==> config.mk <==
export PLATFORM = sky130hd
export DESIGN_NAME = battery_gauge_low_alarm_top_flat
export DESIGN_NICKNAME = d
export VERILOG_FILES = /design/src/design/bgla_pkg.sv /design/src/design/bgla_req_if.sv /design/src/design/bgla_rsp_if.sv /design/src/design/bgla_state.sv /design/src/design/battery_gauge_low_alarm_top.sv /design/src/flat_wrapper.sv
export SDC_FILE = /design/constraint.sdc
export NUM_CORES = 1
export LEC_CHECK = 0
export BUFFER_PORTS_ARGS = -buffer_cell sky130_fd_sc_hd__buf_4
export CAP_MARGIN = 20
export CORE_MARGIN = 2
export CORE_UTILIZATION = 61
export DETAILED_ROUTE_END_ITERATION = 10
export GPL_TIMING_DRIVEN = 0
export PLACE_DENSITY = 0.76
export SLEW_MARGIN = 15
export SYNTH_ARGS = -nofsm -noshare
export SYNTH_HDL_FRONTEND = slang
export SYNTH_SLANG_ARGS = --single-unit
==> constraint.sdc <==
create_clock -name clk -period 33.2 [get_ports clk]
set_clock_uncertainty 0.2 [all_clocks]
set_input_delay 4.98 -clock clk [delete_from_list [all_inputs] [get_ports clk]]
set_output_delay 4.98 -clock clk [all_outputs]
set_load 0.03 [all_outputs]
==> src/design/bgla_pkg.sv <==
// Shared types, constants and arithmetic helpers of the battery gauge low alarm block.
package bgla_pkg;

	typedef enum logic [1:0] {
		REQ_SAMPLE     = 2'd0,
		REQ_CONNECT    = 2'd1,
		REQ_DISCONNECT = 2'd2,
		REQ_DEBOUNCE   = 2'd3
	} req_t;

	typedef enum logic [2:0] {
		STAGE_ARMED = 3'b001,
		STAGE_READY = 3'b010,
		STAGE_IDLE  = 3'b100
	} stage_t;

	localparam int SampleBits = 10;
	localparam int VoltBits   = 13;
	localparam int PctBits    = 7;
	localparam int SecsBits   = 12;

	localparam logic [VoltBits-1:0] FLOOR_MV  = 13'd3498;
	localparam logic [PctBits-1:0]  PCT_MAX   = 7'd100;
	localparam logic [7:0]          OFS_HIGH  = 8'h2c;
	localparam logic [7:0]          OFS_LOW   = 8'd3;
	localparam logic [7:0]          OFS_STEP  = 8'd3;
	localparam logic [SecsBits-1:0] SECS_PER_PCT = 12'd30;
	localparam logic [SecsBits-1:0] SECS_BASE    = 12'd600;

	// Input word as held in the first pipeline register: the sample is already scaled.
	typedef struct packed {
		req_t                req_type;
		logic [VoltBits-1:0] volt;
		logic                usb_present;
		logic                powered;
	} item_t;

	typedef struct packed {
		logic [PctBits-1:0]  battery_percent;
		logic                low_alert;
		logic                shutdown_request;
		logic [SecsBits-1:0] full_charge_seconds;
	} result_t;

	// 4*s + (2*s)/10 + (2*s)/100. The divisions are reciprocal multiplies that are
	// exact over the whole 11-bit range of 2*s.
	function automatic logic [VoltBits-1:0] scale_sample(input logic [SampleBits-1:0] s);
		logic [SampleBits:0] two_s;
		logic [22:0]         p10;
		logic [23:0]         p100;
		logic [7:0]          q10;
		logic [4:0]          q100;
		two_s = {s, 1'b0};
		p10   = 23'(two_s) * 23'd3277;
		p100  = 24'(two_s) * 24'd5243;
		q10   = p10[22:15];
		q100  = p100[23:19];
		return {1'b0, s, 2'b00} + VoltBits'(q10) + VoltBits'(q100);
	endfunction

	// Maps the scaled value to a corrected, capped percent. (v - floor) / 6 is a
	// multiply by 683 and a shift by 12, exact for spans below 1024.
	function automatic logic [PctBits-1:0] raw_percent(input logic [VoltBits-1:0] volt);
		logic [9:0]  span;
		logic [19:0] prod;
		logic [7:0]  c;
		span = (volt < FLOOR_MV) ? 10'd0 : 10'(volt - FLOOR_MV);
		prod = 20'(span) * 20'd683;
		c    = prod[19:12];
		if (c > OFS_HIGH) begin
			c = c + OFS_STEP;
		end else if (c > OFS_LOW) begin
			c = c - OFS_STEP;
		end else begin
			c = 8'd0;
		end
		if (c > 8'(PCT_MAX)) begin
			c = 8'(PCT_MAX);
		end
		return c[PctBits-1:0];
	endfunction

endpackage

==> src/design/bgla_req_if.sv <==
// Request channel interface: one battery event word per handshake.
interface bgla_req_if
	import bgla_pkg::*;
();
	logic                  valid;
	logic                  ready;
	req_t                  req_type;
	logic [SampleBits-1:0] adc_sample;
	logic                  usb_present;
	logic                  powered;

	modport source (output valid, req_type, adc_sample, usb_present, powered, input ready);
	modport sink   (input valid, req_type, adc_sample, usb_present, powered, output ready);
endinterface

==> src/design/bgla_rsp_if.sv <==
// Result channel interface: one gauge result word per handshake.
interface bgla_rsp_if
	import bgla_pkg::*;
();
	logic                valid;
	logic                ready;
	logic [PctBits-1:0]  battery_percent;
	logic                low_alert;
	logic                shutdown_request;
	logic [SecsBits-1:0] full_charge_seconds;

	modport source (output valid, battery_percent, low_alert, shutdown_request,
		full_charge_seconds, input ready);
	modport sink   (input valid, battery_percent, low_alert, shutdown_request,
		full_charge_seconds, output ready);
endinterface

==> src/design/bgla_state.sv <==
// Gauge state: kept percent, one-shot alarm flags and the alert counter.
module bgla_state
	import bgla_pkg::*;
(
	input  logic    clk,
	input  logic    arst_n,
	input  logic    step_en,
	input  item_t   item,
	output result_t result
);

	logic [PctBits-1:0] kept_q;
	logic [2:0]         flags_q;
	stage_t             stage_q;

	logic [PctBits-1:0] c;
	logic [PctBits-1:0] base;
	logic [PctBits-1:0] upd;
	logic [PctBits-1:0] k;
	logic               active;
	logic               run_update;
	logic               run_alarm;
	logic               arm20;
	logic               arm10;
	logic               arm5;
	stage_t             stage_mid;
	logic               alert;
	logic               shut;
	logic [PctBits-1:0] kept_d;
	logic [2:0]         flags_d;
	stage_t             stage_d;
	logic [SecsBits-1:0] secs;

	assign c      = raw_percent(item.volt);
	assign active = !item.usb_present && item.powered;

	// A disconnect restarts the percent, so it seeds from the new reading.
	always_comb begin
		base = (item.req_type == REQ_DISCONNECT) ? '0 : kept_q;
		if (base == '0) begin
			upd = c;
		end else if (c < base) begin
			upd = ((base - c) < 7'd3) ? base - 7'd1 : base - 7'd2;
		end else begin
			upd = base;
		end
	end

	assign run_update = (item.req_type == REQ_DISCONNECT) ||
		(item.req_type == REQ_SAMPLE && active);
	assign run_alarm  = active &&
		(item.req_type == REQ_SAMPLE || item.req_type == REQ_DISCONNECT);
	assign k = run_update ? upd : kept_q;

	assign arm20 = (k >= 7'd19) && (k <= 7'd21) && !flags_q[0];
	assign arm10 = (k >= 7'd9)  && (k <= 7'd11) && !flags_q[1];
	assign arm5  = !arm10 && (k >= 7'd3) && (k <= 7'd6) && !flags_q[2];

	always_comb begin
		kept_d    = kept_q;
		flags_d   = flags_q;
		stage_d   = stage_q;
		stage_mid = stage_q;
		alert     = 1'b0;
		shut      = 1'b0;
		secs      = '0;
		case (item.req_type)
			REQ_SAMPLE, REQ_DISCONNECT: begin
				kept_d = k;
				if (run_alarm) begin
					flags_d = flags_q | {arm5, arm10, arm20};
					if (arm20 || arm10 || arm5) begin
						stage_mid = STAGE_ARMED;
					end
					case (stage_mid)
						STAGE_READY: begin
							stage_d = STAGE_IDLE;
							alert   = 1'b1;
						end
						STAGE_ARMED: begin
							stage_d = STAGE_READY;
						end
						default: begin
							stage_d = stage_mid;
							shut    = (k < 7'd2);
						end
					endcase
				end
			end
			REQ_CONNECT: begin
				flags_d = '0;
				stage_d = STAGE_IDLE;
			end
			default: begin
				if (item.usb_present) begin
					secs = SecsBits'(PCT_MAX - kept_q) * SECS_PER_PCT + SECS_BASE;
				end
			end
		endcase
	end

	always_ff @(posedge clk or negedge arst_n) begin
		if (!arst_n) begin
			kept_q  <= '0;
			flags_q <= '0;
			stage_q <= STAGE_IDLE;
		end else if (step_en) begin
			kept_q  <= kept_d;
			flags_q <= flags_d;
			stage_q <= stage_d;
		end
	end

	assign result.battery_percent     = kept_d;
	assign result.low_alert           = alert;
	assign result.shutdown_request    = shut;
	assign result.full_charge_seconds = secs;

`ifndef SYNTH
	a_kept_cap: assert property (@(posedge clk) disable iff (!arst_n)
		kept_q <= PCT_MAX)
		else $error("kept percent above full scale");

	a_kept_falls: assert property (@(posedge clk) disable iff (!arst_n)
		(step_en && item.req_type != REQ_DISCONNECT && kept_q != '0) |=>
		(kept_q <= $past(kept_q)))
		else $error("kept percent rose without a restart");

	a_alert_from_ready: assert property (@(posedge clk) disable iff (!arst_n)
		(step_en && result.low_alert) |-> (stage_q == STAGE_READY))
		else $error("low alert without a ready counter");

	a_alert_idles: assert property (@(posedge clk) disable iff (!arst_n)
		(step_en && result.low_alert) |=> (stage_q == STAGE_IDLE))
		else $error("counter not idle after alert");
`endif

endmodule

==> src/design/battery_gauge_low_alarm_top.sv <==
// Battery gauge with low-battery alarms: input register, gauge state and result register.
// An accepted word is held in the input register, then moves into the result register.
// Throughput: one word per cycle; a stalled result lets in one more word, then input stalls.
// The scaled sample is formed before the input register, and the percent mapping and
// the state update sit between the input register and the result register.
// Reset (arst_n, asynchronous, active low) empties both registers, zeroes the kept
// percent, clears the alarm flags and leaves the alert counter idle.
module battery_gauge_low_alarm_top
	import bgla_pkg::*;
(
	input  logic clk,
	input  logic arst_n,
	bgla_req_if.sink   req,
	bgla_rsp_if.source rsp
);

	logic    valid_s1;
	item_t   item_s1;
	logic    valid_s2;
	result_t result_s2;
	result_t result;
	logic    advance;
	logic    step_en;

	// The result register moves when it is empty or its word is being taken; the
	// input register then frees up in the same cycle, so the two sides never wait
	// on each other beyond one word.
	assign advance   = !valid_s2 || rsp.ready;
	assign req.ready = !valid_s1 || advance;
	assign step_en   = valid_s1 && advance;

	always_ff @(posedge clk or negedge arst_n) begin
		if (!arst_n) begin
			valid_s1 <= 1'b0;
		end else if (req.ready) begin
			valid_s1 <= req.valid;
		end
	end

	// The scale step of the sample uses two small reciprocal multiplies, so it is
	// done on the way into the input register.
	always_ff @(posedge clk) begin
		if (req.valid && req.ready) begin
			item_s1.req_type    <= req.req_type;
			item_s1.volt        <= scale_sample(req.adc_sample);
			item_s1.usb_present <= req.usb_present;
			item_s1.powered     <= req.powered;
		end
	end

	// Percent mapping, smoothing and the alarm counter; the state commits only
	// when the word moves on into the result register.
	bgla_state u_state (
		.clk     (clk),
		.arst_n  (arst_n),
		.step_en (step_en),
		.item    (item_s1),
		.result  (result)
	);

	always_ff @(posedge clk or negedge arst_n) begin
		if (!arst_n) begin
			valid_s2 <= 1'b0;
		end else if (advance) begin
			valid_s2 <= valid_s1;
		end
	end

	always_ff @(posedge clk) begin
		if (step_en) begin
			result_s2 <= result;
		end
	end

	assign rsp.valid               = valid_s2;
	assign rsp.battery_percent     = result_s2.battery_percent;
	assign rsp.low_alert           = result_s2.low_alert;
	assign rsp.shutdown_request    = result_s2.shutdown_request;
	assign rsp.full_charge_seconds = result_s2.full_charge_seconds;

endmodule

==> src/flat_wrapper.sv <==
// flat-port wrapper written by rule: the top's interface ports become plain ports
module battery_gauge_low_alarm_top_flat import bgla_pkg::*;
  (clk, arst_n, req_valid, req_req_type, req_adc_sample, req_usb_present, req_powered, req_ready, rsp_valid, rsp_battery_percent, rsp_low_alert, rsp_shutdown_request, rsp_full_charge_seconds, rsp_ready);
  bgla_req_if req_i ();
  bgla_rsp_if rsp_i ();
  input  logic clk;
  input  logic arst_n;
  input wire logic [$bits(req_i.valid)-1:0] req_valid;
  input wire logic [$bits(req_i.req_type)-1:0] req_req_type;
  input wire logic [$bits(req_i.adc_sample)-1:0] req_adc_sample;
  input wire logic [$bits(req_i.usb_present)-1:0] req_usb_present;
  input wire logic [$bits(req_i.powered)-1:0] req_powered;
  output wire logic [$bits(req_i.ready)-1:0] req_ready;
  output wire logic [$bits(rsp_i.valid)-1:0] rsp_valid;
  output wire logic [$bits(rsp_i.battery_percent)-1:0] rsp_battery_percent;
  output wire logic [$bits(rsp_i.low_alert)-1:0] rsp_low_alert;
  output wire logic [$bits(rsp_i.shutdown_request)-1:0] rsp_shutdown_request;
  output wire logic [$bits(rsp_i.full_charge_seconds)-1:0] rsp_full_charge_seconds;
  input wire logic [$bits(rsp_i.ready)-1:0] rsp_ready;
  assign req_i.valid = req_valid;
  assign req_i.req_type = req_req_type;
  assign req_i.adc_sample = req_adc_sample;
  assign req_i.usb_present = req_usb_present;
  assign req_i.powered = req_powered;
  assign req_ready = req_i.ready;
  assign rsp_valid = rsp_i.valid;
  assign rsp_battery_percent = rsp_i.battery_percent;
  assign rsp_low_alert = rsp_i.low_alert;
  assign rsp_shutdown_request = rsp_i.shutdown_request;
  assign rsp_full_charge_seconds = rsp_i.full_charge_seconds;
  assign rsp_i.ready = rsp_ready;
  battery_gauge_low_alarm_top u_core (.clk(clk), .arst_n(arst_n), .req(req_i), .rsp(rsp_i));
endmodule
* Word-level counts from Yosys, hierarchy flattened
Index checks and enable logic that the tools add are counted.
Operators by class: add/sub/neg operators 10, order comparisons 13, reductions and logical operators 33, $mul 4, div/mod/pow operators 0, multiplexer cells 19, bitwise logic cells 4, shifts and indexed selects 0, eq/ne operators 5
Operators with widths (count):
- two-way mux 7 bit | 7
- multiplier 10 x 13 -> 23 bit, second input constant | 1
- multiplier 10 x 12 -> 22 bit, second input constant | 1
- multiplier 10 x 10 -> 20 bit, second input constant | 1
- one-hot mux 3 bit (2 select lines) | 3
- two-way mux 8 bit | 2
- two-way mux 3 bit | 5
- < comparator 7 x 2 -> 1 bit, second input constant | 2
- adder 12 x 8 -> 13 bit | 1
- adder 13 x 5 -> 13 bit | 1
- < comparator 13 x 12 -> 1 bit, second input constant | 1
- adder 12 x 10 -> 12 bit, second input constant | 1
- logical AND 1 bit | 12
- multiplier 12 x 4 -> 11 bit, second input constant | 1
- two-way mux 10 bit | 1
- subtractor 10 x 9 -> 10 bit, second input constant | 1
- adder 8 x 2 -> 8 bit, second input constant | 1
- greater-than comparator 8 x 2 -> 1 bit, second input constant | 1
- greater-than comparator 8 x 6 -> 1 bit, second input constant | 1
- greater-than comparator 8 x 7 -> 1 bit, second input constant | 1
- OR reduction 4 bit | 2
- subtractor 7 x 7 -> 8 bit, first input constant | 1
- subtractor 8 x 2 -> 8 bit, second input constant | 1
- greater-or-equal comparator 7 x 2 -> 1 bit, second input constant | 1
- other kinds (25) | 38
Word-level totals: output and inout bits 23, memory bits (writable) 0, memories kept 0, latch bits 0, register bits 53, input bits 18, ROM bits 0

* Logic depth before layout (Yosys ltp)
Gate-level depths: netlist (run 1).
word-level depth 29, mapped depth 52

* Modules after synthesis
Synthesis (run 1) repeated with hierarchy kept, for this count alone.
Second synthesis, totals: cells, all modules 1170, area, all modules 10910.5 µm²
Modules (own cells, without submodules):
- battery_gauge_low_alarm_top | cells an instance 499, instances 1, area each 5542.8 µm², sequential area each 1191.1 µm²
- bgla_state | cells an instance 671, instances 1, area each 5367.6 µm², sequential area each 326.6 µm²

* Worst setup path after synthesis (run 1)
No wires, ideal clock.
path kind input -> register, start point input req_adc_sample[1], end point register u_core.item_s1[12] (netlist name) (data pin), setup slack 21.177 ns, buffers on the path 0, stages 33, data required time 32.738 ns, arrival time 11.560 ns, cells stage by stage fa_1 -> inv_1 -> fa_1 -> inv_1 -> ha_1 -> inv_1 -> fa_1 -> inv_1 -> fa_1 -> ha_1 -> a21o_1 -> a21o_1 -> a21o_1 -> a21o_1 -> a21o_1 -> a21o_1 -> a21oi_1 -> o211ai_1 -> a31o_2 -> a21oi_1 -> xor2_1 -> fa_1 -> inv_1 -> ha_1 -> a21o_1 -> a21oi_1 -> o21bai_1 -> a21oi_1 -> o21bai_1 -> a21oi_1 -> nor2b_1 -> o21ai_0 -> xnor2_1
Between the ends: longest elaborated chain between the ends 3, elaborated cells between the ends (all ways) 4, those cells by class 2 x add/sub; 2 x mul
Ends and longest elaborated chain:
- start, declared | RTL line flat_wrapper.sv:10 | input wire logic [$bits(req_i.adc_sample)-1:0] req_adc_sample;
- multiplier 10 x 12 -> 22 bit | RTL line bgla_pkg.sv:54 | p10 = 23'(two_s) * 23'd3277;
- adder 12 x 8 -> 13 bit | RTL line bgla_pkg.sv:58 | return {1'b0, s, 2'b00} + VoltBits'(q10) + VoltBits'(q100);
- adder 13 x 5 -> 13 bit * | RTL line bgla_pkg.sv:58
- end, declared | RTL line battery_gauge_low_alarm_top.sv:18 | item_t item_s1;
Mark *: on every way between the ends. The rest lies on a longest branch, timed or not. A chain may end at the register's enable or synchronous reset.

* Worst setup path in the final report (run 1)
Ends and elaborated chain as after synthesis.

==> results by group, run 1 <==
Detailed routing
  • DR pass1 iterations: 5
  • Drt drc: 0
  • Via Count: 8418
  • First DRT Iteration DRCs: 392
  • Total Routed Length: 22600 um
  • Routed wire per std cell: about 16 um
  • Vias per cell: 5.83
  • Routed Antenna Nets: 0

Job
  • Max-Cap Viols: 0

Yosys
  • Post-synth top flop: edfxtp_1
  • Distinct cells, synth: 96
  • FFs w/ async S/R, synth: 28.8%
  • Dominant cell type by area after synthesis: ha_1
  • Post-synth EDFFs: 37
  • Syn Inst Count: 1171
  • Warnings, synthesis: 0
  • Seq cells post-synth: 52
  • Synth top area cells: ha_1, fa_1, edfxtp_1, inv_1, dfrtp_1
  • Sequential share of the synthesized area: between 10% and 20%
  • Post-synth net total: 1509
  • Synthesized area: 0.0109 mm2
  • Synth top area share: about a quarter
  • Synth Area per Inst: approximately 9.3 um2

Worst setup path
  • CP max stage cell: fa_1
  • Critical path endpoint category: flip-flop
  • Crit path largest cell delay: about 0.55 ns
  • Reg-to-reg setup timing slack: about 21 ns
  • Setup crit start kind: input pin
  • Crit path top cell by count: a21o_1
  • Buffer and inverter count on the worst path: 6
  • Critical Path RT: between 30 and 40 ns
  • CP delay by family, top: adder cells
  • CP max FO: 8
  • Critical Path AT: ~12 ns
  • CP Class: input pin to flip-flop

STA
  • Final Hold Fails: 0
  • Fin. max-slew vios: 0
  • Setup_tns: 0 ns
  • Crit share post-route: 37.7%
  • Min cycle time layout: roughly 13 ns
  • Unrepaired setup endpoints after global routing: no
  • Final setup vio count: 0
  • Worst-Margin Slew: between 0.9 and 1 ns
  • Relative slew slack: approximately 37%
  • FMAX: roughly 0.080 GHz

CTS
  • H-tree depth: 2
  • CTS tree: built
  • Post-CTS Setup Inserts: 0
  • Num CTS Buffers: 5
  • Clock latency at the later pin of the worst-skew pair: around 0.31 ns
  • Clk buf depth: 2
  • Clk slew on worst S/H paths: 0.08 ns
  • Count of cells resized by post-cts repair: 0
  • Clock sink count: 52
  • Cts hold-fix bufs: 0
  • Root buffer cell: clkbuf_16

Placed design
  • DPL Wire Length: around 19000 um
  • Input/output buffers: 39
  • GP Congestion: 0.912

Layout
  • Area delta synth->final: 6.66%
  • Area of the multi-input gates: 0.00854 mm2
  • Fillers: ~1400
  • Layout Nets: 1555
  • Register area: around 0.0015 mm2
  • Layout cells sized above 1: between 10 and 15%
  • Inserted Diodes: 0

Global routing
  • Vias in the first global route: 8353
  • Grt ovf: 0
  • Total GRT Usage: roughly a quarter
  • Largest net degree at the start of global routing: 27
  • Initial antenna violation count: 0
  • First-pass GRT wire length: between 30000 and 40000 um

Floorplanning
  • Die area: approximately 0.019 mm2
  • Total core area: 0.0174 mm2
  • Starting density of the core: between 60 and 70%
  • Standard-cell row count: 48
  • Die extent in y: roughly 140 um
  • Die width: about 140 um
  • I/O pins: 41

Worst hold path
  • Worst Hold Class: flip-flop to flip-flop

Outcome
  • Outcome: completed
==> worst paths after layout <==
check                             startpoint                         to  cells past startpoint
max reg2reg                u_core.item_s1[3]       u_core.rsp.low_alert                     49
max in group asynchronous             arst_n  u_core.u_state.stage_q[2]                      1
min                          u_core.valid_s1           u_core.rsp.valid                      1
min in group asynchronous             arst_n            u_core.valid_s1                      1
max                        req_adc_sample[1]         u_core.item_s1[12]                     34
min reg2reg                  u_core.valid_s1           u_core.rsp.valid                      1
==> cell type report <==
cell class                 instances  share of cell area [%]
clock buffer                       5                    1.07
inverter                         197                    6.35
buffer                            22                    1.26
timing repair buffer              39                    2.52
multi-input combinational        900                    73.4
sequential                        52                    12.8
clock inverter                     3                   0.236
tap                              225                    2.42
==> registers in the layout, summed over array words and instances, names as in the netlist <==
register / count
u_core.u_state.flags_q: 3
u_core.u_state.stage_q: 3
u_core.rsp.valid: 1
u_core.rsp.battery_percent: 7
u_core.item_s1: 17
u_core.rsp.shutdown_request: 1
u_core.rsp.low_alert: 1
u_core.rsp.full_charge_seconds: 11
u_core.u_state.kept_q: 7
u_core.valid_s1: 1
==> cell usage after synthesis (all sizes together) (4+ instances only) <==
library cell	number
edfxtp	37
nor2	69
nor2b	12
a31o	4
nor4	14
a21oi	50
o22a	4
xor2	18
o21bai	8
buf	14
a31oi	6
nand3	16
o21ai	44
a221oi	4
inv	196
and2	13
nand4	8
and3	4
o21a	19
o2bb2ai	4
o31ai	4
clkbuf	8
nor3	26
fa	98
o22ai	4
a21o	15
o211ai	13
a211oi	15
nand2	70
or3	9
dfrtp	14
xnor2	35
a21boi	6
or2	14
o2111ai	4
nand2b	14
nand3b	4
ha	222
nor3b	7
==> cell usage in the layout, fill, tap and decap left out, types with 5 or more instances in the layout <==
cell type,Yosys,routed
a21oi_1,43,43
nor2_1,69,69
buf_6,7,7
inv_1,194,194
xnor2_1,34,34
nand3_1,15,15
edfxtp_1,37,37
xor2_1,18,18
clkbuf_1,8,8
nor3b_1,7,7
a211oi_1,11,11
nor2b_1,12,12
o21ai_0,34,34
nor4_1,9,9
buf_4,2,41
and2_1,12,12
a21oi_2,6,6
or3_1,7,7
nand2_1,69,69
o21bai_1,8,8
nand2b_1,14,14
nor3_1,23,23
a21o_1,15,15
dfrtp_1,14,14
nand4_1,8,8
o21a_1,18,18
o21ai_1,8,8
ha_1,222,222
fa_1,98,98
or2_2,11,11
clkbuf_16,0,5
a31oi_1,6,6
o211ai_1,11,11
==> cells by family (layout without fill, tap and decap cells) <==
group	after synthesis	in the layout	share of synthesized area [%]
multiplexers	6	6	0.619
other	1	1	0.0344
adder cells (fa/ha/maj)	320	320	43.4
XOR/XNOR	53	53	4.43
buffers and inverters	219	266	8.12
AO/OA/AOI/OAI	233	233	15.9
flip-flops	52	52	13.6
AND/OR/NAND/NOR	287	287	13.9
==> stage by stage <==
stage / hold WS (ns) / setup WS, ns / instance area, um2 / utilization [%] / cells
finish: 0.298 / 20.70 / 11600 / 66.8 / 1443
global route: 0.315 / 19.74 / 11600 / 66.8 / 1443
CTS: 0.294 / 20.66 / 11600 / 66.8 / 1443
detailed placement: 0.278 / 20.33 / 11500 / 66.0 / 1435
global placement: 0.270 / 20.47 / 11500 / 66.0 / 1435
floorplan: 0.257 / 21.18 / 10900 / - / 1171
==> routing by layer <==
layer  routed length (um)  part of all wire (%)  track usage, %
met5                    0                     0               0
met4                  457                   2.0            6.69
met3                  834                   3.7            2.69
met2                10800                    48            43.5
met1                10500                    46            34.5
Power of run 1 is not shown: default switching activity piles up to over one toggle a cycle in this logic, so the estimate is an artifact.
==> run 2: changes to the inputs <==
==> constraint.sdc (replaced) <==
create_clock -name clk -period 11.9 [get_ports clk]
set_clock_uncertainty 0.2 [all_clocks]
set_input_delay 1.785 -clock clk [delete_from_list [all_inputs] [get_ports clk]]
set_output_delay 1.785 -clock clk [all_outputs]
set_load 0.03 [all_outputs]
==> run 2 against run 1 <==
  * Via count hardly changed
  * Design area is 1.2% higher
  * Core utilization is 0.77 points higher
  * Global-route usage hardly changed
  * Highest routed layer unchanged
  * Worst setup slack worse by 20 ns
  * Register-to-register slack worse by 20 ns
  * Clock-buffer cell count stayed put
  * Critical path depth is 12 higher
==> results by group, run 2 (same netlist as run 1, synthesis figures left out) <==
Worst setup path
  • Critical Path AT: between 10 and 15 ns
  • Setup crit start kind: flip-flop
  • CP delay by family, top: adder cells
  • Crit path largest cell delay: about 0.52 ns
  • Crit path top cell by count: ha_1
  • CP Class: flip-flop to flip-flop
  • Critical path endpoint category: flip-flop
  • CP max FO: 10
  • Critical Path RT: 11.77 ns
  • CP max stage cell: fa_1
  • Buffer and inverter count on the worst path: 6

Detailed routing
  • Total Routed Length: ~23000 um
  • DR pass1 iterations: 5
  • Vias per cell: between 5 and 6
  • Routed Antenna Nets: 0
  • Drt drc: 0
  • First DRT Iteration DRCs: about 390
  • Via Count: around 8400
  • Routed wire per std cell: between 15 and 20 um

STA
  • Min cycle time layout: ~11 ns
  • FMAX: between 0.09 and 0.1 GHz
  • Final setup vio count: 0
  • Final Hold Fails: 0
  • Relative slew slack: a little under two fifths
  • Unrepaired setup endpoints after global routing: no
  • Worst-Margin Slew: between 0.9 and 1 ns
  • Fin. max-slew vios: 0
  • Worst hold margin: 0.296 ns
  • Crit share post-route: ~93%

CTS
  • Clk buf depth: 2
  • Num CTS Buffers: 5
  • Clock sink count: 52
  • Clk slew on worst S/H paths: roughly 0.08 ns
  • CTS tree: built
  • Cts hold-fix bufs: 0
  • Root buffer cell: clkbuf_16
  • H-tree depth: 2
  • Clock latency at the later pin of the worst-skew pair: 0.31 ns

Placed design
  • Input/output buffers: 39
  • DPL Wire Length: approximately 19000 um
  • Placed Instances: approximately 1400
  • GP Congestion: a little over 0.9

Outcome
  • Outcome: completed

Global routing
  • GRT Max-Usage Layer: met2
  • GR Util met2: between 40 and 50%
  • Largest net degree at the start of global routing: 27
  • Grt ovf: 0
  • Initial antenna violation count: 0
  • First-pass GRT wire length: approximately 39000 um
  • Vias in the first global route: around 8400
  • Total GRT Usage: between 20% and 30%
  • M1 GR Usage: between 30 and 40%
  • Met3 Track Usage GR: under 10%

Floorplanning
  • Die area: between 0.015 and 0.02 mm2
  • Standard-cell row count: 48
  • Total core area: between 0.015 and 0.02 mm2
  • Die extent in y: 138 um
  • I/O pins: between 40 and 50
  • Starting density of the core: between 60% and 70%
  • Die width: around 140 um

Layout
  • Commonest non-fill, non-tap cell in the layout: ha_1
  • Area delta synth->final: 7.89%
  • Reg with most FFs: u_core.item_s1
  • Post-Layout Cell Count: 1446
  • Inserted Diodes: 0
  • Highest-count cells in the layout ignoring fill and taps: ha_1, inv_1, fa_1
  • Layout Nets: between 1500 and 2000
  • Layout cells sized above 1: 11.9%
  • Max FFs per register: 17

Job
  • Max-Cap Viols: 0

Worst hold path
  • Worst Hold Class: flip-flop to flip-flop
## run 2: metrics by stage
| stage | area [um2] | setup slack [ns] | util [%] | TNS, ns |
|---|---|---|---|---|
| 2_1_floorplan | 10900 | 1.20 | - | 0 |
| 3_3_place_gp | 11500 | -0.291 | 66.0 | -0.879 |
| 5_1_grt | 11800 | 0.00476 | 67.6 | 0 |
| 3_5_place_dp | 11500 | -0.509 | 66.0 | -2.53 |
| 4_1_cts | 11700 | 0.0540 | 67.0 | 0 |
| 6_report | 11800 | 0.792 | 67.6 | 0 |
## run 2: final timing paths
kind	start	end	slack [ns]	cells past startpoint
setup / recovery	u_core.item_s1[3]	u_core.rsp.low_alert	0.79	46
hold / removal	u_core.valid_s1	u_core.rsp.valid	0.30	1
setup reg to reg	u_core.item_s1[3]	u_core.rsp.low_alert	0.79	46
hold reg to reg	u_core.valid_s1	u_core.rsp.valid	0.30	1
max in group asynchronous	arst_n	u_core.u_state.stage_q[2]	10.13	1
min in group asynchronous	arst_n	u_core.valid_s1	1.12	1
## run 2: layout make-up
| cell class | instances | area [um2] |
|---|---|---|
| Multi-Input combinational cell | 900 | 8650 |
| Fill cell | 1422 | 5640 |
| Sequential cell | 52 | 1490 |
| Inverter | 197 | 739 |
| Timing Repair Buffer | 43 | 323 |
| Tap cell | 225 | 282 |
| Buffer | 21 | 144 |
| Clock buffer | 5 | 125 |
| Clock inverter | 3 | 27.5 |
## run 2: timing repair
item	CTS	global route
setup endpoints to repair	8	14
resized for setup	5	19
pin swaps	0	2
hold endpoints to repair	0	0
buffers inserted	0	4
## run 2: metal layers
layer | vias up | part of all wire [%]
met3 | 35 | 3.1
met5 | - | 0
li1 | 4163 | -
met2 | 157 | 48
met1 | 4058 | 47
met4 | 0 | 2.0
Power of run 2 is left out for the same reason.
